## src/sv/rhc_pkg.sv

```systemverilog
// Shared types and constants for the RGB to HSV converter.
package rhc_pkg;

  // Quotient bits produced by the divider row, one per cell
  localparam int unsigned QuoW     = 15;
  // Hue remainder and numerator width: 128 * 91799 + 255 < 2**24
  localparam int unsigned HueNumW  = 24;
  // Saturation numerator width: 510 * 255 + 255 < 2**17
  localparam int unsigned SatNumW  = 17;
  // Shifted divisor width: a 9-bit divisor placed QuoW-1 bits up
  localparam int unsigned DshW     = 23;
  // 360 degrees in 1/64 degree steps, shown as zero
  localparam logic [QuoW-1:0] HueFullTurn = 15'd23040;

  // One pixel request
  typedef struct packed {
    logic [7:0] red;
    logic [7:0] green;
    logic [7:0] blue;
  } rgb_t;

  // One result
  typedef struct packed {
    logic [14:0] hue;
    logic [7:0]  saturation;
    logic [7:0]  max_level;
  } hsv_t;

  // Which component is largest (ties: red, then green)
  typedef enum logic [1:0] {
    SECT_RED,
    SECT_GREEN,
    SECT_BLUE
  } sector_e;

  // After the sort stage
  typedef struct packed {
    logic [7:0]        delta;
    logic [7:0]        max_level;
    logic signed [8:0] diff;
    sector_e           sector;
  } front_t;

  // Travelling through the divider row
  typedef struct packed {
    logic [HueNumW-1:0] hue_rem;
    logic [DshW-1:0]    hue_dsh;
    logic [QuoW-1:0]    hue_quo;
    logic [SatNumW-1:0] sat_rem;
    logic [DshW-1:0]    sat_dsh;
    logic [7:0]         sat_quo;
    logic [7:0]         max_level;
  } div_t;

endpackage

```

## src/sv/rhc_front.sv

```systemverilog
// Sort stage: largest and smallest component, sector and sector difference.
module rhc_front (
  input  logic            clk_i,
  input  logic            rst_ni,
  input  logic            valid_i,
  input  rhc_pkg::rgb_t   data_i,
  output logic            stall_o,
  output logic            valid_o,
  output rhc_pkg::front_t data_o,
  input  logic            stall_i
);

  logic            valid_q;
  rhc_pkg::front_t data_q;
  rhc_pkg::front_t data_d;
  logic [7:0]      mx;
  logic [7:0]      mn;

  // Max / min and sector selection, red wins ties, then green
  always_comb begin
    mx = data_i.red;
    mn = data_i.red;
    if (data_i.green > mx) mx = data_i.green;
    if (data_i.blue > mx)  mx = data_i.blue;
    if (data_i.green < mn) mn = data_i.green;
    if (data_i.blue < mn)  mn = data_i.blue;
    data_d.max_level = mx;
    data_d.delta     = mx - mn;
    priority if (mx == data_i.red) begin
      data_d.sector = rhc_pkg::SECT_RED;
      data_d.diff   = $signed({1'b0, data_i.green}) - $signed({1'b0, data_i.blue});
    end else if (mx == data_i.green) begin
      data_d.sector = rhc_pkg::SECT_GREEN;
      data_d.diff   = $signed({1'b0, data_i.blue}) - $signed({1'b0, data_i.red});
    end else begin
      data_d.sector = rhc_pkg::SECT_BLUE;
      data_d.diff   = $signed({1'b0, data_i.red}) - $signed({1'b0, data_i.green});
    end
  end

  // Stage holds only while full and stalled downstream
  assign stall_o = valid_q && stall_i;

  always_ff @(posedge clk_i or negedge rst_ni) begin
    if (!rst_ni) begin
      valid_q <= 1'b0;
    end else if (!stall_o) begin
      valid_q <= valid_i;
    end
  end

  always_ff @(posedge clk_i) begin
    if (!stall_o && valid_i) begin
      data_q <= data_d;
    end
  end

  assign valid_o = valid_q;
  assign data_o  = data_q;

endmodule

```

## src/sv/rhc_prep.sv

```systemverilog
// Numerator stage: builds hue and saturation dividends and shifted divisors.
module rhc_prep (
  input  logic            clk_i,
  input  logic            rst_ni,
  input  logic            valid_i,
  input  rhc_pkg::front_t data_i,
  output logic            stall_o,
  output logic            valid_o,
  output rhc_pkg::div_t   data_o,
  input  logic            stall_i
);

  logic                 valid_q;
  rhc_pkg::div_t        data_q;
  rhc_pkg::div_t        data_d;
  logic [15:0]          off_mul;
  logic [16:0]          wrap_add;
  logic signed [18:0]   x_s;
  logic signed [18:0]   x_w;

  // Sector offset times delta: 0, 120 or 240 degrees
  always_comb begin
    unique case (data_i.sector)
      rhc_pkg::SECT_RED:   off_mul = 16'd0;
      rhc_pkg::SECT_GREEN: off_mul = 16'(data_i.delta) * 16'd120;
      rhc_pkg::SECT_BLUE:  off_mul = 16'(data_i.delta) * 16'd240;
      default:             off_mul = 16'd0;
    endcase
  end

  // Hue times delta in degrees, wrapped into one turn
  always_comb begin
    x_s      = $signed({3'b000, off_mul}) + 19'(data_i.diff) * 19'sd60;
    wrap_add = 17'(data_i.delta) * 17'd360;
    x_w      = x_s[18] ? x_s + $signed({2'b00, wrap_add}) : x_s;
  end

  // Dividends carry the half-step for round to nearest; a zero divisor
  // is replaced by all ones so that the quotient comes out zero
  always_comb begin
    data_d.hue_rem   = {x_w[16:0], 7'd0} + 24'(data_i.delta);
    data_d.hue_dsh   = (data_i.delta == 8'd0) ? '1 : {data_i.delta, 15'd0};
    data_d.hue_quo   = '0;
    data_d.sat_rem   = 17'(data_i.delta) * 17'd510 + 17'(data_i.max_level);
    data_d.sat_dsh   = (data_i.max_level == 8'd0) ? '1 : {data_i.max_level, 15'd0};
    data_d.sat_quo   = '0;
    data_d.max_level = data_i.max_level;
  end

  assign stall_o = valid_q && stall_i;

  always_ff @(posedge clk_i or negedge rst_ni) begin
    if (!rst_ni) begin
      valid_q <= 1'b0;
    end else if (!stall_o) begin
      valid_q <= valid_i;
    end
  end

  always_ff @(posedge clk_i) begin
    if (!stall_o && valid_i) begin
      data_q <= data_d;
    end
  end

  assign valid_o = valid_q;
  assign data_o  = data_q;

endmodule

```

## src/sv/rhc_div_cell.sv

```systemverilog
// Divider cell: one restoring step for hue and saturation, divisors move down a bit.
module rhc_div_cell (
  input  logic          clk_i,
  input  logic          rst_ni,
  input  logic          valid_i,
  input  rhc_pkg::div_t data_i,
  output logic          stall_o,
  output logic          valid_o,
  output rhc_pkg::div_t data_o,
  input  logic          stall_i
);

  logic          valid_q;
  rhc_pkg::div_t data_q;
  rhc_pkg::div_t data_d;
  logic          hue_ge;
  logic          sat_ge;

  // Trial subtract on both remainders, quotient bit in at the bottom
  always_comb begin
    hue_ge = data_i.hue_rem >= 24'(data_i.hue_dsh);
    sat_ge = 23'(data_i.sat_rem) >= data_i.sat_dsh;
    data_d.hue_rem   = hue_ge ? data_i.hue_rem - 24'(data_i.hue_dsh) : data_i.hue_rem;
    data_d.sat_rem   = sat_ge ? data_i.sat_rem - data_i.sat_dsh[16:0] : data_i.sat_rem;
    data_d.hue_quo   = {data_i.hue_quo[rhc_pkg::QuoW-2:0], hue_ge};
    data_d.sat_quo   = {data_i.sat_quo[6:0], sat_ge};
    data_d.hue_dsh   = data_i.hue_dsh >> 1;
    data_d.sat_dsh   = data_i.sat_dsh >> 1;
    data_d.max_level = data_i.max_level;
  end

  assign stall_o = valid_q && stall_i;

  always_ff @(posedge clk_i or negedge rst_ni) begin
    if (!rst_ni) begin
      valid_q <= 1'b0;
    end else if (!stall_o) begin
      valid_q <= valid_i;
    end
  end

  always_ff @(posedge clk_i) begin
    if (!stall_o && valid_i) begin
      data_q <= data_d;
    end
  end

  assign valid_o = valid_q;
  assign data_o  = data_q;

endmodule

```

## src/sv/rgb_to_hsv_converter_unit.sv

```systemverilog
// Top level of the RGB to HSV converter: sort, numerators, divider row, output register.
//
// Takes one pixel request per clock while in_stall_o is low and returns hue
// (1/64 degree), saturation and value for it, in order. Each result passes 18
// registers on its way to the output: one sort stage, one numerator stage, a
// row of 15 divider cells that each settle one quotient bit of both the hue
// and the saturation division, and the output register. Every stage holds only
// while it is full and the stage after it stalls, so empty slots close up and
// the block keeps taking requests while a finished result waits to be taken,
// until every stage is full.
module rgb_to_hsv_converter_unit (
  input  logic          clk_i,
  input  logic          rst_ni,
  input  logic          in_valid_i,
  input  rhc_pkg::rgb_t in_data_i,
  output logic          in_stall_o,
  output logic          out_valid_o,
  output rhc_pkg::hsv_t out_data_o,
  input  logic          out_stall_i
);

  logic            front_valid;
  rhc_pkg::front_t front_data;
  logic            front_stall;

  logic            cell_valid [rhc_pkg::QuoW+1];
  rhc_pkg::div_t   cell_data  [rhc_pkg::QuoW+1];
  logic            cell_stall [rhc_pkg::QuoW+1];

  logic            out_valid_q;
  rhc_pkg::hsv_t   out_data_q;
  rhc_pkg::hsv_t   out_data_d;
  logic            out_hold;

  // Sort stage
  rhc_front u_front (
    .clk_i   (clk_i),
    .rst_ni  (rst_ni),
    .valid_i (in_valid_i),
    .data_i  (in_data_i),
    .stall_o (in_stall_o),
    .valid_o (front_valid),
    .data_o  (front_data),
    .stall_i (front_stall)
  );

  // Numerator stage feeds the head of the divider row
  rhc_prep u_prep (
    .clk_i   (clk_i),
    .rst_ni  (rst_ni),
    .valid_i (front_valid),
    .data_i  (front_data),
    .stall_o (front_stall),
    .valid_o (cell_valid[0]),
    .data_o  (cell_data[0]),
    .stall_i (cell_stall[0])
  );

  // Divider row, most significant quotient bit first
  for (genvar k = 0; k < rhc_pkg::QuoW; k++) begin : g_cell
    rhc_div_cell u_cell (
      .clk_i   (clk_i),
      .rst_ni  (rst_ni),
      .valid_i (cell_valid[k]),
      .data_i  (cell_data[k]),
      .stall_o (cell_stall[k]),
      .valid_o (cell_valid[k+1]),
      .data_o  (cell_data[k+1]),
      .stall_i (cell_stall[k+1])
    );
  end

  // Full turn folds back to zero
  always_comb begin
    out_data_d.hue        = (cell_data[rhc_pkg::QuoW].hue_quo == rhc_pkg::HueFullTurn)
                            ? '0 : cell_data[rhc_pkg::QuoW].hue_quo;
    out_data_d.saturation = cell_data[rhc_pkg::QuoW].sat_quo;
    out_data_d.max_level  = cell_data[rhc_pkg::QuoW].max_level;
  end

  // Output register
  assign out_hold                   = out_valid_q && out_stall_i;
  assign cell_stall[rhc_pkg::QuoW] = out_hold;

  always_ff @(posedge clk_i or negedge rst_ni) begin
    if (!rst_ni) begin
      out_valid_q <= 1'b0;
    end else if (!out_hold) begin
      out_valid_q <= cell_valid[rhc_pkg::QuoW];
    end
  end

  always_ff @(posedge clk_i) begin
    if (!out_hold && cell_valid[rhc_pkg::QuoW]) begin
      out_data_q <= out_data_d;
    end
  end

  assign out_valid_o = out_valid_q;
  assign out_data_o  = out_data_q;

endmodule

```

## config.mk

```make
export PLATFORM = sky130hd
export DESIGN_NAME = rgb_to_hsv_converter_unit
export DESIGN_NICKNAME = d
export VERILOG_FILES = /design/src/sv/rhc_pkg.sv /design/src/sv/rhc_front.sv /design/src/sv/rhc_prep.sv /design/src/sv/rhc_div_cell.sv /design/src/sv/rgb_to_hsv_converter_unit.sv
export SDC_FILE = /design/constraint.sdc
export NUM_CORES = 2
export LEC_CHECK = 0
export BUFFER_PORTS_ARGS = -buffer_cell sky130_fd_sc_hd__buf_2
export CAP_MARGIN = 20
export CORE_ASPECT_RATIO = 1.1
export CORE_MARGIN = 5
export CORE_UTILIZATION = 39
export CTS_CLUSTER_SIZE = 12
export DETAILED_ROUTE_END_ITERATION = 7
export PLACE_DENSITY = 0.54
export SYNTH_ARGS = -nofsm -noshare
export SYNTH_HDL_FRONTEND = slang
export SYNTH_SLANG_ARGS = --single-unit
```

## constraint.sdc

```tcl
create_clock -name clk_i -period 8.99 [get_ports clk_i]
set_clock_uncertainty 0.05 [all_clocks]
set_input_delay 0.4495 -clock clk_i [delete_from_list [all_inputs] [get_ports clk_i]]
set_output_delay 0.4495 -clock clk_i [all_outputs]
set_load 0.02 [all_outputs]
```

* Word level (Yosys, flattened, before mapping)
Cells that the tools add are included.
** Storage, ports and cells
- Bits of input ports :: 28
- Logic and storage cells :: 300
- Output and inout port bits :: 33
- Register bits after elaboration :: 1455
** Operators by class
- $lt $le $gt $ge :: 34
- $mul :: 5
- Multiplexer cells :: 38
- Add/sub/neg operators :: 36
- Reduce and logical (&&, ||, !) cells :: 56
- Equal/unequal tests :: 5
** Operators with widths (count)
- 24-bit 2-to-1 mux :: 14
- 17-bit 2-to-1 mux :: 15
- 17-bit subtractor :: 7
- 1-bit logical AND :: 36
- 8-bit 2-to-1 mux :: 4
- 16-bit one-hot mux with 2 select lines :: 1
- 15-bit 2-to-1 mux :: 2
- 8-bit by 8-bit subtractor with 9-bit output :: 3
- 24-bit by 8-bit adder with 24-bit output :: 1
- 24-bit by 10-bit greater-or-equal comparator with 1-bit output :: 1
- 24-bit by 11-bit greater-or-equal comparator with 1-bit output :: 1
- 24-bit by 12-bit greater-or-equal comparator with 1-bit output :: 1
- 24-bit by 13-bit greater-or-equal comparator with 1-bit output :: 1
- 24-bit by 14-bit greater-or-equal comparator with 1-bit output :: 1
- 24-bit by 15-bit greater-or-equal comparator with 1-bit output :: 1
- 24-bit by 16-bit greater-or-equal comparator with 1-bit output :: 1
- 24-bit by 17-bit greater-or-equal comparator with 1-bit output :: 1
- 24-bit by 18-bit greater-or-equal comparator with 1-bit output :: 1
- 24-bit by 19-bit greater-or-equal comparator with 1-bit output :: 1
- 24-bit by 20-bit greater-or-equal comparator with 1-bit output :: 1
- 24-bit by 21-bit greater-or-equal comparator with 1-bit output :: 1
- 24-bit by 22-bit greater-or-equal comparator with 1-bit output :: 1
- 24-bit by 23-bit greater-or-equal comparator with 1-bit output :: 1
- 24-bit by 9-bit greater-or-equal comparator with 1-bit output :: 1
- other kinds (53) :: 76

* Logic depth before layout (Yosys ltp)
- Depth in word-level cells :: 20
- Mapped depth :: 29
- Depth with buffers taken out :: 28

* Modules after synthesis
A second synthesis with hierarchy kept.
** Second synthesis, totals
- Cells, all modules :: 9306
- Area, all modules :: 106686.1 um^2
** Modules (own cells, without submodules)
- rhc_div_cell (g_cell[11].u_cell ...) :: cells each 519, area an instance 6074.6 um^2, times used 10
- rhc_div_cell (g_cell[0].u_cell ...) :: cells each 567, area an instance 6625.1 um^2, times used 4
- rhc_prep :: cells each 834, area an instance 8301.7 um^2, times used 1
- rhc_div_cell (g_cell[10].u_cell) :: cells each 545, area an instance 6374.9 um^2, times used 1
- rhc_front :: cells each 411, area an instance 3637.2 um^2, times used 1
- rgb_to_hsv_converter_unit :: cells each 58, area an instance 1126.1 um^2, times used 1

* Least setup slack after synthesis
OpenSTA, ideal clock, no wires.
- Path type :: register to register
- Start point :: register out_valid_q (netlist: out_valid_o)
- End point :: register g_cell[5].u_cell.data_q, in the netlist g_cell[5].u_cell.data_o[0] (enable)
- Library setup time :: 0.616 ns
- Stages on the path, launching flop included :: 8
- Path buffers :: 0
- Slack :: 1.640 ns
- Data arrival time :: 6.684 ns
- Period minus slack after synthesis :: 7.350 ns
- Path through :: dfrtp_1 -> and3_1 -> and3_1 -> and2_1 -> nand2_1 -> nor2_1 -> and2_1 -> a21boi_0
** On the way
- Cells in the longest elaborated chain, start to end :: 13
** RTL lines
- from (decl) :: RTL line rgb_to_hsv_converter_unit.sv:30 : logic out_valid_q;
- from (signal assigned) :: RTL line rgb_to_hsv_converter_unit.sv:89 : out_valid_q <= cell_valid[rhc_pkg::QuoW];
- 1-bit logical AND :: RTL line rgb_to_hsv_converter_unit.sv:82 : assign out_hold = out_valid_q && out_stall_i;
- 1-bit logical AND (10 in series) :: RTL line rhc_div_cell.sv:32 : assign stall_o = valid_q && stall_i;
- 1-bit zero test
- 1-bit logical AND :: RTL line rhc_div_cell.sv:43 : if (!stall_o && valid_i) begin
- to (signal assigned) :: RTL line rhc_div_cell.sv:44 : data_q <= data_d;
- to (decl) :: RTL line rhc_div_cell.sv:14 : rhc_pkg::div_t data_q;
No other way between the ends.
A chain may end at the register's enable or synchronous reset.

==> results.md <==
* H-Tree Level Count at 4
* Starting density of the core at 39.1%
* Worst R2R Start: u_front.data_o[19]
* Total wire length at 152,000 microns
* First-pass GRT wire length at ~250,000 microns
* Run status: finished clean
* Post-synth EDFFs at 1,225
* Pre-antenna DRT Iters at 5
* CP endpoint: u_prep.data_o[117]
* Largest cells by area after synthesis: edfxtp_1, ha_1, xnor2_1
* Cell Chain, Critical Path: fa_1, xor2_1, ha_1, ha_1, a31o_2, a21oi_1, o21bai_1, a21oi_1, xnor2_1, a22oi_1, nor2_1, ha_1, o41ai_1, xnor2_1, ha_1, and2_1, a31oi_1, o31ai_1, nor4_1, nor3_1, a31o_2, xnor2_1, nor2b_1, xnor3_1
* Vias at 48,000
* Largest net degree at the start of global routing at 71
* Crit path depth at 24
* Fraction of layout cells with a size suffix above 1 at 7.96%
* Actual slew at the worst max-slew pin at 1.08 ns
* Core Rows at approximately 170
* Clock Latency Late Sink at 0.78 ns
* GRT busiest layer: met2
* Buf+Inv Stages, Crit Path at 0
* Startpoint types: flip-flop
* Synth Area per Inst at 11.3 sq um
* Port bufs at 60
* # fillers at 17,700
* Chip height at ~470 microns
* Worst Path Required at roughly 9.5 ns
* Max Freq at around 140 MHz
* Wire per inst at roughly 16 microns
* Detailed placement HPWL at 118,000 microns
* Worst R2R End: u_prep.data_o[117]
* Initial antenna violation count at 1
* GR Util met1 at between 10% and 20%
* Synth async-reset ratio at 1.45%
* Critical Path Max Stage Delay at about 0.76 ns
* Crit path top cell by count: ha_1
* Mapped Cells at between 6,000 and 7,000
* Post-route ant nets at 0
* Root Buffer: clkbuf_16
* DR DRC count at 0
* Met3 Track Usage GR at under 10%
* Worst Path Max Fanout at 12
* Xor/xnor share of the synthesized area at 6.31%
* Die area at roughly 200,000 sq um
* Worst Setup End Kind: flip-flop
* Synth Area in Simple Gates at 11.2%
* GRT Total Usage at between 10% and 20%
* Vias in the first global route at 49,500
* Die X-Extent at approximately 430 microns
* Setup Viol. Count Final at 0
* #FFs+latches synth at about 1,200
* TritonCTS Sinks at 1,243
* Period minus WS final at about 7 ns
* Via/cell ratio at 5.12
* Post-synth top flop: edfxtp_1
* Total grt overflow at 0
* Worst Setup SP: u_front.data_o[19]
* Final Cycle Share at 78.1%
* Compound-gate portion of the synthesized area at 12.6%
* FF-to-FF path depth at 24
* Core ar. at 190,000 sq um
* Yosys top cell area share at 49.5%
* Seq/Total Area, Yosys at 50.2%
* Bufs on Longest Clock Path at 3
* Relative slew slack at 26.5%
* Post-Syn Area at ~74,000 sq um
* CP max-delay cell: o41ai_1
* Crit path kind: reg -> reg
* Mux share of post-synthesis cell area at 2.88%
* Syn_nets at 7,343
* Setup TNS Final at 0 ns
* Initial DRC count at 2,166
* Most area-hungry cell type in the Yosys netlist: edfxtp_1
* M2 GR Usage at 30.3%
* Crit path DAT at about 7.5 ns
* Setup slack, reg-to-reg at 1.97 ns
* Largest family of logic cells by synthesized area: adder cells
* Area Growth Syn to Fin at 11.0%
* GP Congestion at around 0.88
* MaxCap Viol Count at 0
* Synth warn at 0
* TritonCTS clock tree: yes
* Clock slew at reported path FFs at 0.06 ns
* Adder-Cell Fraction of Synth Area at 13.3%
* Total CTS buffers at 146
* Slew Limit Fails at 0
* Nets at 7,486
* Final Hold Fails at 0
* Post-synthesis cell type count at a little under 90
* # IOs at 61
* CP top delay family: compound AO/OA/AOI/OAI gates
* Post-CTS Setup Inserts at 0
* HP Class: in -> async
* Unrepaired setup endpoints after global routing: no
-- cells in the mapped netlist, types with 20 or more instances --
master and n:
a21o_1 154, or3_1 53, clkbuf_1 100, a21oi_1 432, nor2b_1 106, o41ai_1 21
a21boi_0 41, o21ai_1 23, a31oi_1 34, ha_1 638, o21bai_1 53, xnor2_1 310
xor2_1 222, mux2_2 149, nor4_1 63, o31ai_1 51, inv_1 610, nand2_1 391
a2111oi_0 20, nor3_1 157, mux2i_1 46, a211oi_1 46, nand4_1 77, and3_1 31
o211ai_1 23, o21ai_0 336, o21a_1 87, and2_1 37, fa_1 93, nor2_1 456
edfxtp_1 1225, nand2b_1 98, or2_2 38, nand3_1 89
-- repair_timing --
action / 4_1_cts / 5_1_grt
hold endpoints to repair: 20 / 0
setup endpoints to repair: 0 / 0
gates resized for setup: 0 / 0
hold buffers: 3 / 0
-- cells in the final DEF (no fill, tap or decap), types with 77 or more instances in the layout --
master / instances
a21o_1: 154
a21oi_1: 430
clkbuf_16: 148
edfxtp_1: 1225
fa_1: 93
ha_1: 638
inv_1: 610
mux2_2: 149
nand2_1: 391
nand2b_1: 98
nand3_1: 89
nand4_1: 77
nor2_1: 456
nor2b_1: 101
nor3_1: 156
o21a_1: 87
o21ai_0: 336
xnor2_1: 310
xor2_1: 222
-- cell families (layout without fill, tap and decap cells) --
| group | after synthesis | after routing |
|---|---|---|
| xor gates and xnor gates | 533 | 533 |
| other | 0 | 1 |
| AOI/OAI and AO/OA | 1477 | 1477 |
| DFF | 1243 | 1243 |
| buffers and inverters | 722 | 973 |
| and+or+nand+nor | 1683 | 1683 |
| adders and majority gates | 731 | 731 |
| muxes | 195 | 195 |
-- registers in the layout, indices dropped and copies added, names as in the netlist --
name	cells
u_front.data_o	27
u_front.valid_o	1
out_valid_o	1
u_prep.valid_o	1
u_prep.data_o	65
g_cell.u_cell.valid_o	15
g_cell.u_cell.data_o	1102
out_data_o	31
-- routing by layer --
metal  vias up  part of all wire, %
met4         0                  4.2
met1     22700                   38
met3       329                  2.7
met5         -                    0
met2       594                   55
li1      24400                    -
-- area by class of cell --
class                           instances  area, sq um  share of cell area [%]
Clock inverter                         74          768                   0.932
Tap cell                             2550         3190                    3.87
Antenna cell                            1         2.50                 0.00304
Sequential cell                      1243        37200                    45.2
Multi-Input combinational cell       4619        34500                    41.8
Timing Repair Buffer                  103          631                   0.765
Inverter                              614         2300                    2.80
Clock buffer                          182         3840                    4.66
-- per-stage QoR --
| step | cell area [sq um] | util (%) | setup WS, ns | std cells | hold slack (ns) |
|---|---|---|---|---|---|
| final | 82400 | 43.4 | 1.97 | 9386 | 0.165 |
| after detailed placement | 77800 | 40.9 | 1.95 | 9126 | 0.355 |
| after CTS | 82400 | 43.4 | 1.92 | 9385 | 0.0973 |
| after floorplan | 74200 | - | 1.64 | 6584 | 0.104 |
| after global placement | 77800 | 40.9 | 2.11 | 9126 | 0.352 |
| after global routing | 82400 | 43.4 | 1.42 | 9385 | 0.148 |
-- how the worst min path moves through the flow --
stage          cells after the start                         from  slack (ns)                           to
6_report                           2                       rst_ni        0.16     g_cell[3].u_cell.valid_o
2_1_floorplan                      0                       rst_ni        0.10     g_cell[0].u_cell.valid_o
3_5_place_dp                       0             u_prep.data_o[7]        0.35   g_cell[0].u_cell.data_o[7]
3_3_place_gp                       0  g_cell[7].u_cell.data_o[57]        0.35  g_cell[8].u_cell.data_o[58]
5_1_grt                            3                 in_data_i[5]        0.15           u_front.data_o[16]
4_1_cts                            2                       rst_ni         0.1     g_cell[2].u_cell.valid_o
Power is not shown: default switching activity piles up to over one toggle a cycle in this logic, so the estimate is an artifact.
